## src/rtl/core/assert_macros.svh

```systemverilog
// Assertion macros shared by the list unit RTL.
`ifndef ASSERT_MACROS_SVH
`define ASSERT_MACROS_SVH

// Checks a property at every clock edge outside reset.
`define OVL_CHECK(label, prop, msg) \
    label: assert property (@(posedge clk) disable iff (!rst_n) (prop)) \
        else $error(msg);

// Checks that a condition in one cycle leads to a consequence in the next.
`define OVL_CHECK_NEXT(label, ante, cons, msg) \
    label: assert property (@(posedge clk) disable iff (!rst_n) (ante) |=> (cons)) \
        else $error(msg);

`endif

```

## src/rtl/core/ovl_pkg.sv

```systemverilog
// Types and codes shared by the ordered value list unit.
`default_nettype none

package ovl_pkg;

    // Command codes.
    localparam logic [1:0] CMD_APPEND = 2'd0;
    localparam logic [1:0] CMD_DELETE = 2'd1;
    localparam logic [1:0] CMD_FIND   = 2'd2;

    // Status codes.
    localparam logic [2:0] ST_OK        = 3'd0;
    localparam logic [2:0] ST_FULL      = 3'd1;
    localparam logic [2:0] ST_NOT_FOUND = 3'd2;
    localparam logic [2:0] ST_EMPTY     = 3'd3;
    localparam logic [2:0] ST_BOUND     = 3'd4;

    // One command item.
    typedef struct packed {
        logic [1:0]         cmd;
        logic signed [31:0] item_value;
        logic [7:0]         offset_from_end;
    } req_t;

    // One result item.
    typedef struct packed {
        logic [2:0]         status;
        logic signed [31:0] found_value;
        logic [4:0]         entry_total;
    } rsp_t;

    // Controls broadcast from the sequencer to every cell.
    typedef struct packed {
        logic               exec;
        logic               apply_append;
        logic               apply_delete;
        logic signed [31:0] item_value;
    } cell_ctl_t;

endpackage

`default_nettype wire

```

## src/rtl/core/ovl_cell.sv

```systemverilog
// One list cell: holds one entry, compares it and shifts from its neighbor.
`default_nettype none

module ovl_cell #(
    parameter int CW  = 5,
    parameter int IDX = 0
) (
    input  wire                logic clk,
    input  wire ovl_pkg::cell_ctl_t  ctl,
    input  wire                logic [CW-1:0] count,
    input  wire                logic [CW-1:0] target,
    input  wire                logic shift_en,
    input  wire                logic signed [31:0] neighbor_value,
    output                     logic signed [31:0] value,
    output                     logic match,
    output                     logic signed [31:0] sel_value
);

    logic signed [31:0] value_reg;
    logic signed [31:0] value_next;
    logic               match_reg;
    logic               match_next;
    logic signed [31:0] sel_reg;
    logic signed [31:0] sel_next;
    logic               occupied;
    logic               at_tail;

    // The cell holds a live entry when its place is below the count.
    assign occupied = (CW'(IDX) < count);
    assign at_tail  = (CW'(IDX) == count);

    // Compare stage records the match and the selected value; apply stage
    // writes an appended item or takes the neighbor's entry.
    always_comb
    begin
        match_next = match_reg;
        sel_next   = sel_reg;
        value_next = value_reg;
        if (ctl.exec)
        begin
            match_next = occupied && (value_reg == ctl.item_value);
            sel_next   = (CW'(IDX) == target) ? value_reg : '0;
        end
        if (ctl.apply_append && at_tail)
        begin
            value_next = ctl.item_value;
        end
        else if (ctl.apply_delete && shift_en)
        begin
            value_next = neighbor_value;
        end
    end

    always_ff @(posedge clk)
    begin
        value_reg <= value_next;
        match_reg <= match_next;
        sel_reg   <= sel_next;
    end

    assign value     = value_reg;
    assign match     = match_reg;
    assign sel_value = sel_reg;

endmodule

`default_nettype wire

```

## src/rtl/core/ordered_value_list_unit.sv

```systemverilog
// An item passes through the accept cycle, the compare stage in the cells and
// the compaction stage in that order, and its result is registered as the
// compaction stage ends; the unit takes no new item until then, and a stalled
// result holds the unit in its last stage.
// Reset clears the entry count, so the list starts empty; entry storage is
// not cleared and there is no clearing pass.
`default_nettype none
`include "assert_macros.svh"

module ordered_value_list_unit #(
    parameter int DEPTH = 16
) (
    input  wire             logic clk,
    input  wire             logic rst_n,
    input  wire             logic req_valid,
    output                  logic req_stall,
    input  wire ovl_pkg::req_t    req,
    output                  logic rsp_valid,
    input  wire             logic rsp_stall,
    output ovl_pkg::rsp_t         rsp
);

    localparam int CW = $clog2(DEPTH + 1);
    localparam int KW = (CW > 8) ? CW : 8;

    typedef enum logic [1:0] {
        S_IDLE,
        S_EXEC,
        S_FINISH
    } state_t;

    state_t             state_reg;
    state_t             state_next;
    logic [1:0]         cmd_reg;
    logic [1:0]         cmd_next;
    logic signed [31:0] item_reg;
    logic signed [31:0] item_next;
    logic [7:0]         k_reg;
    logic [7:0]         k_next;
    logic [CW-1:0]      count_reg;
    logic [CW-1:0]      count_next;
    logic               rsp_valid_reg;
    logic               rsp_valid_next;
    ovl_pkg::rsp_t      rsp_reg;
    ovl_pkg::rsp_t      rsp_next;

    logic               accept;
    logic               finish_go;
    logic [CW-1:0]      target;
    logic [DEPTH-1:0]   match_vec;
    logic [DEPTH-1:0]   shift_vec;
    logic               any_match;
    logic signed [31:0] cell_value [DEPTH];
    logic signed [31:0] cell_sel [DEPTH];
    logic signed [31:0] found_or;
    ovl_pkg::cell_ctl_t ctl;

    // Handshake: one item at a time; results wait in the output register.
    assign req_stall = (state_reg != S_IDLE);
    assign accept    = req_valid && !req_stall;
    assign finish_go = (state_reg == S_FINISH) && (!rsp_valid_reg || !rsp_stall);

    // Position of the k-th entry from the end; used only when k is in range.
    assign target = count_reg - CW'(1) - CW'(k_reg);

    // Broadcast controls for the cells.
    always_comb
    begin
        ctl.exec         = (state_reg == S_EXEC);
        ctl.apply_append = finish_go && (cmd_reg == ovl_pkg::CMD_APPEND);
        ctl.apply_delete = finish_go && (cmd_reg == ovl_pkg::CMD_DELETE);
        ctl.item_value   = item_reg;
    end

    // The row of cells; each takes the next cell's entry when compacting.
    for (genvar i = 0; i < DEPTH; i++)
    begin : g_cell
        logic signed [31:0] nb;
        if (i == DEPTH - 1)
        begin : g_last
            assign nb = cell_value[i];
        end
        else
        begin : g_inner
            assign nb = cell_value[i + 1];
        end

        ovl_cell #(
            .CW  (CW),
            .IDX (i)
        ) u_cell (
            .clk            (clk),
            .ctl            (ctl),
            .count          (count_reg),
            .target         (target),
            .shift_en       (shift_vec[i]),
            .neighbor_value (nb),
            .value          (cell_value[i]),
            .match          (match_vec[i]),
            .sel_value      (cell_sel[i])
        );
    end

    // Cells at and above the first match shift; the match vector ORed with
    // its negation sets every bit from the lowest match upward.
    assign shift_vec = match_vec | ((~match_vec) + DEPTH'(1));
    assign any_match = |match_vec;

    // Only the selected cell gives a nonzero value, so an OR collects it.
    always_comb
    begin
        found_or = '0;
        for (int i = 0; i < DEPTH; i++)
        begin
            found_or = found_or | cell_sel[i];
        end
    end

    // Sequencer and output register next values.
    always_comb
    begin
        state_next     = state_reg;
        cmd_next       = cmd_reg;
        item_next      = item_reg;
        k_next         = k_reg;
        count_next     = count_reg;
        rsp_valid_next = rsp_valid_reg && rsp_stall;
        rsp_next       = rsp_reg;
        case (state_reg)
            S_IDLE:
            begin
                if (accept)
                begin
                    cmd_next   = req.cmd;
                    item_next  = req.item_value;
                    k_next     = req.offset_from_end;
                    state_next = S_EXEC;
                end
            end
            S_EXEC:
            begin
                state_next = S_FINISH;
            end
            S_FINISH:
            begin
                if (finish_go)
                begin
                    rsp_next.status      = ovl_pkg::ST_OK;
                    rsp_next.found_value = '0;
                    case (cmd_reg)
                        ovl_pkg::CMD_APPEND:
                        begin
                            if (count_reg >= CW'(DEPTH))
                            begin
                                rsp_next.status = ovl_pkg::ST_FULL;
                            end
                            else
                            begin
                                count_next = count_reg + CW'(1);
                            end
                        end
                        ovl_pkg::CMD_DELETE:
                        begin
                            if (count_reg == '0)
                            begin
                                rsp_next.status = ovl_pkg::ST_EMPTY;
                            end
                            else if (!any_match)
                            begin
                                rsp_next.status = ovl_pkg::ST_NOT_FOUND;
                            end
                            else
                            begin
                                count_next = count_reg - CW'(1);
                            end
                        end
                        ovl_pkg::CMD_FIND:
                        begin
                            if (count_reg == '0)
                            begin
                                rsp_next.status = ovl_pkg::ST_EMPTY;
                            end
                            else if (KW'(k_reg) >= KW'(count_reg))
                            begin
                                rsp_next.status = ovl_pkg::ST_BOUND;
                            end
                            else
                            begin
                                rsp_next.found_value = found_or;
                            end
                        end
                        default:
                        begin
                            rsp_next.status = ovl_pkg::ST_OK;
                        end
                    endcase
                    rsp_next.entry_total = 5'(count_next);
                    rsp_valid_next       = 1'b1;
                    state_next           = S_IDLE;
                end
            end
            default:
            begin
                state_next = S_IDLE;
            end
        endcase
    end

    // State and registered outputs.
    always_ff @(posedge clk or negedge rst_n)
    begin
        if (!rst_n)
        begin
            state_reg     <= S_IDLE;
            cmd_reg       <= '0;
            item_reg      <= '0;
            k_reg         <= '0;
            count_reg     <= '0;
            rsp_valid_reg <= 1'b0;
            rsp_reg       <= '0;
        end
        else
        begin
            state_reg     <= state_next;
            cmd_reg       <= cmd_next;
            item_reg      <= item_next;
            k_reg         <= k_next;
            count_reg     <= count_next;
            rsp_valid_reg <= rsp_valid_next;
            rsp_reg       <= rsp_next;
        end
    end

    assign rsp_valid = rsp_valid_reg;
    assign rsp       = rsp_reg;

    // The count never runs past the number of cells.
    `OVL_CHECK(a_count_range, count_reg <= CW'(DEPTH), "entry count exceeds depth")
    // The count moves only on the edge that delivers a result.
    `OVL_CHECK(a_count_on_finish, $stable(count_reg) || $past(finish_go),
        "entry count changed outside a finish")
    // An accepted item goes straight to the compare stage.
    `OVL_CHECK_NEXT(a_accept_exec, accept, state_reg == S_EXEC,
        "accepted item did not enter the compare stage")

endmodule

`default_nettype wire
```

## config.mk

```make
export PLATFORM = sky130hd
export DESIGN_NAME = ordered_value_list_unit
export DESIGN_NICKNAME = d
export VERILOG_FILES = /design/src/rtl/core/ovl_pkg.sv /design/src/rtl/core/ovl_cell.sv /design/src/rtl/core/ordered_value_list_unit.sv
export VERILOG_INCLUDE_DIRS = /design/src /design/src/rtl/core
export SDC_FILE = /design/constraint.sdc
export NUM_CORES = 2
export LEC_CHECK = 0
export ABC_AREA = 1
export BUFFER_PORTS_ARGS = -buffer_cell sky130_fd_sc_hd__buf_2
export CAP_MARGIN = 20
export CORE_ASPECT_RATIO = 1.75
export CORE_MARGIN = 10
export CORE_UTILIZATION = 35
export DETAILED_ROUTE_END_ITERATION = 8
export SLEW_MARGIN = 20
export SYNTH_ARGS = -nofsm -noshare
export SYNTH_HDL_FRONTEND = slang
export SYNTH_HIERARCHICAL = 1
export SYNTH_SLANG_ARGS = --single-unit
```

## constraint.sdc

```tcl
create_clock -name clk -period 54.5 [get_ports clk]
set_input_delay 5.45 -clock clk [delete_from_list [all_inputs] [get_ports clk]]
set_output_delay 5.45 -clock clk [all_outputs]
set_load 0.05 [all_outputs]
```

* Yosys cells after proc, flatten, opt, wreduce, memory -nomap -nowiden
Index checks and enable logic that the tools add are counted.
Cells by class: add/sub/neg operators 4, $lt $le $gt $ge 18, equal/unequal tests 55, muxes and demuxes 48, bitwise operators 17, reductions and logical operators 82
Operators with widths (number):
- two-way mux 32 bit | 33
- equality test 32 bit | 16
- OR 32 bit | 15
- equality test 4 x 5 -> 1 bit (first input constant) | 16
- logical AND 1 bit | 52
- equality test 3 x 5 -> 1 bit (first input constant) | 8
- < comparator 4 x 5 -> 1 bit (first input constant) | 8
- nonzero test 2 bit | 17
- equality test 2 x 5 -> 1 bit (first input constant) | 4
- < comparator 3 x 5 -> 1 bit (first input constant) | 4
- OR reduction 16 bit | 1
- adder 15 x 1 -> 15 bit (second input constant) | 1
- two-way mux 5 bit | 3
- NOT 15 bit | 1
- OR 15 bit | 1
- equality test 1 x 5 -> 1 bit (first input constant) | 2
- logical NOT 5 bit | 2
- < comparator 1 x 5 -> 1 bit (first input constant) | 2
- < comparator 2 x 5 -> 1 bit (first input constant) | 2
- != test 2 bit (second input constant) | 5
- case mux 5 bit (2 select lines) | 1
- case mux 3 bit (3 select lines) | 1
- >= comparator 8 x 5 -> 1 bit | 1
- two-way mux 2 bit | 4
- other kinds (14) | 24
Storage, ports and cells: register bits after elaboration 1125, bits of input ports 46, output and inout bits 42, word-level logic and storage cells 280

* Longest topological paths before layout
word-level depth 18, depth in mapped cells 13, depth with buffers taken out 12

* Cells and area by module
Netlist, hierarchy kept.
By module, submodules not included:
- ordered_value_list_unit | instances 1, cells an instance 963, area each 5785.5 um^2
- ovl_cell (g_cell[12].u_cell) | instances 1, cells an instance 349, area each 3326.9 um^2
- ovl_cell (g_cell[4].u_cell) | instances 1, cells an instance 358, area each 3278.1 um^2
- ovl_cell (g_cell[10].u_cell) | instances 1, cells an instance 360, area each 3273.1 um^2
- ovl_cell (g_cell[14].u_cell) | instances 1, cells an instance 361, area each 3273.1 um^2
- ovl_cell (g_cell[6].u_cell) | instances 1, cells an instance 348, area each 3273.1 um^2
- ovl_cell (g_cell[8].u_cell) | instances 1, cells an instance 357, area each 3261.9 um^2
- ovl_cell (g_cell[2].u_cell) | instances 1, cells an instance 343, area each 3256.9 um^2
- ovl_cell (g_cell[11].u_cell) | instances 1, cells an instance 353, area each 3243.1 um^2
- ovl_cell (g_cell[7].u_cell) | instances 1, cells an instance 346, area each 3243.1 um^2
- ovl_cell (g_cell[3].u_cell) | instances 1, cells an instance 344, area each 3231.8 um^2
- ovl_cell (g_cell[1].u_cell) | instances 1, cells an instance 348, area each 3201.8 um^2
- ovl_cell (g_cell[0].u_cell) | instances 1, cells an instance 347, area each 3198.1 um^2
- ovl_cell (g_cell[5].u_cell) | instances 1, cells an instance 311, area each 3166.8 um^2
- +3 rows

* Worst setup path before layout
OpenSTA, ideal clock, no wires.
path kind register to register, start point register state_reg[0], end point register g_cell[0].u_cell.match_reg, enable pin, arrival time 22.477 ns, setup slack 30.582 ns, cell stages (with the launch flop) 3, buffers on the path 0, clock period less this slack 23.918 ns, path through dfrtp_1 inv_1 nor2_1
RTL lines:
- start: declaration | RTL line ordered_value_list_unit.sv:32 | state_t state_reg;
- start signal: assignment | RTL line ordered_value_list_unit.sv:224 | state_reg <= state_next;
- end signal: assignment | RTL line ovl_cell.sv:57 | match_reg <= match_next;
- end: declaration | RTL line ovl_cell.sv:21 | logic match_reg;

==> flow_metrics.py <==
metrics = {
    "status": {
        "status": "complete, no violations",
    },
    "synth": {
        "seq_area_frac_synth_pct": 58.1,
        "synth_cell_types": 52,
        "netlist_instances": 6483,
        "ys_warn_count": 6,
        "synth_fa_ha_area_share_pct": 0.275,
        "synth_top_family_by_area": "simple AND/OR/NAND/NOR gates",
        "avgSynthCellArea_um2": 8.86,
        "syn_area_um2": 57400,
        "synth_edf_count": 1040,
        "synthesis.nets": 6541,
        "synth-xor-area-share_pct": 1.40,
        "synthArstFlopShare_pct": 7.56,
        "synth-main-ff-cell": "edfxtp_1",
        "synth_simple_gate_area_share_pct": 24.5,
        "synth-compound-area-share_pct": 6.05,
        "synth-seq-cells": 1125,
        "synthMuxAreaShare_pct": 1.08,
    },
    "critical_path": {
        "cp_top_family": "buffers and inverters",
        "cp-start-kind": "primary input",
        "ff2ff_setup_slack_ns": 50.28,
        "endpoint_kind": "register",
        "cp.arrival_ns": 8.81,
        "cp_max_fo": 52,
        "cp_data_required_time_ns": 54.93,
        "cpMaxStageDelayCell": "nand2_1",
        "slowest_delay_ns": 0.70,
        "crit_chain": "buf_2 > nand2_1 > nand2_2 > buf_4 > nor3_2 > buf_4 > buf_4 > nand2_4 > nand2_1 > buf_4",
        "crit_top_cell": "buf_4",
        "worst-setup-path-type": "in2reg",
        "cp_num_buf_inv": 5,
    },
    "die": {
        "ioPinCount": 88,
        "initial_core_util_pct": 35.2,
        "std_cell_rows": 196,
        "die_x_um": 326,
        "die_y_um": 556,
        "core_area_um2": 163000,
        "dieArea_um2": 181000,
    },
    "job": {
        "max_cap_viol_count": 0,
    },
    "route": {
        "dr.pass1.iters": 6,
        "antenna_left": 0,
        "drc_errors": 0,
        "drt-wirelength-per-cell_um": 22.1,
        "avgViaCountPerCell": 4.85,
        "drt_iter0_markers": 4087,
        "vias": 43100,
        "drt-total-wl_mm": 197,
    },
    "timing": {
        "fmax_mhz": 119,
        "setup_slack_ns": 46.12,
        "relSlewSlack_pct": 28.6,
        "finalSetupViolations": 0,
        "tns_ns": 0,
        "period_needed_ns": 8.38,
        "hold_viol_final": 0,
        "slew_violations": 0,
        "worst_pin_slew_ns": 1.07,
        "rsz0062_at_grt": "false",
        "timing.final.crit_share_pct": 15.4,
        "fin_skew_ns": 0.0408,
    },
    "global_routing": {
        "grt.total_usage_pct": 21.1,
        "overflow": 0,
        "first_global_vias": 42600,
        "grt_max_degree": 156,
        "grt_pass1_wl_mm": 280,
        "antenna_found_initial": 9,
    },
    "power_and_ir_drop": {
        "power_mw": 3.19,
        "p_leak_nw": 28.3,
        "peakVddDrop_mv": 0.0497,
        "power_density_nw_per_um2": 50.0,
    },
    "cells_and_area": {
        "drive_gt1_share_pct": 10.9,
        "final_common_cell": "nand2_1",
        "finalNetCount": 6672,
        "final_cell_mix": "2,148 x nand2_1, 1,106 x nor2_1, 1,040 x edfxtp_1",
        "area_growth_pct": 11.3,
        "final_util_pct": 39.2,
        "final_cells": 8897,
    },
    "placed_design": {
        "dp.final_hpwl_mm": 148,
        "io_buffers": 87,
        "gp_congestion": 0.929,
        "dp.cells": 8674,
        "place_ws_ns": 45.45,
    },
    "clocking": {
        "post_cts.repair.setup_buffers": 0,
        "cts-resized-gates": 0,
        "clk_path_buf_depth": 3,
        "clock-root-buffer": "clkbuf_16",
        "path_clk_slew_ns": 0.06,
        "insertion_delay_ns": 0.76,
        "cts_hold_buf": 0,
        "numCtsBuffers": 116,
        "htreeDepth": 3,
        "cts_tree": "yes",
        "cts.sinks": 1125,
    },
    "worst_hold_path": {
        "hold_class": "reg2reg",
    },
}
[cell usage after synthesis, types with 3 or more instances]
cell type,count,area share [%]
o21ai_2,216,3.3
nand2_2,9,0.098
clkbuf_1,63,0.41
inv_2,4,0.026
mux2_4,30,0.78
inv_1,980,6.4
clkbuf_2,4,0.035
nor3_1,11,0.096
mux2_2,15,0.29
nand3_1,98,0.85
nor2_4,18,0.35
buf_2,28,0.24
nor3b_1,6,0.078
nand4_1,58,0.63
o211ai_1,3,0.039
nand3b_1,10,0.13
a21oi_1,10,0.087
buf_4,6,0.078
nand2_1,2149,14
xnor2_1,64,0.98
o21ai_1,108,0.94
o21ai_0,183,1.6
edfxtp_1,1040,54
xor2_1,28,0.43
nor2_1,1107,7.2
ha_1,11,0.24
nand3_2,6,0.10
buf_6,68,1.3
nor2_2,29,0.32
dfrtp_1,85,3.7
or2_2,4,0.044
[layer usage]
metal  vias up  GRT usage (%)  wire length (µm)
met4         4           19.6             20800
met5         -              0                34
met2      1535           37.9             99500
met3       545           2.32              9290
li1      20700              -                 -
met1     20400           21.2             66900
[worst min-delay path, delay by kind of cell, from the launching register on]
kind / cells / cell delay (ns)
flip-flops: 1 / 0.34
AND/OR/NAND/NOR: 2 / 0.10
[power by group]
| part | leakage (nW) | internal [mW] | switching [mW] |
|---|---|---|---|
| logic | 15.6 | 0.263 | 0.902 |
| clock network | 1.86 | 0.448 | 0.352 |
| registers | 10.8 | 1.16 | 0.0663 |
| total | 28.3 | 1.87 | 1.32 |
[cells by family after synthesis]
logic type	after synthesis
XOR/XNOR	92
flip-flops	1125
multiplexers	45
AO/OA/AOI/OAI	527
AND/OR/NAND/NOR	3523
buffers and inverters	1159
adder cells (fa/ha/maj)	12
[final timing paths]
check / end / cells after the start / startpoint
max: g_cell[2].u_cell/value[11] / 10 / rsp_stall
min: rsp[32] / 2 / rsp[32]
max reg2reg: g_cell[15].u_cell/sel_value[29] / 11 / rsp[0]
min reg2reg: rsp[32] / 2 / rsp[32]
max in group asynchronous: item_reg[14] / 2 / rst_n
min in group asynchronous: item_reg[24] / 1 / rst_n
[area by class of cell]
class / instances / area, µm²
antenna: 2 / 5.00
clock buffer: 155 / 3260
fill: 16400 / 99200
tap: 2178 / 2730
timing repair buffer: 185 / 1190
multi-input combinational: 4199 / 19100
inverter: 987 / 3710
clock inverter: 66 / 519
sequential: 1125 / 33400
[through the flow]
step                      area [µm²]  hold WS (ns)
after floorplan                57400         0.473
after global placement         60100         0.460
after detailed placement       60100         0.461
after CTS                      63900         0.477
after global routing           63900         0.498
final                          63900         0.472
(Power assumes the default switching activity.)
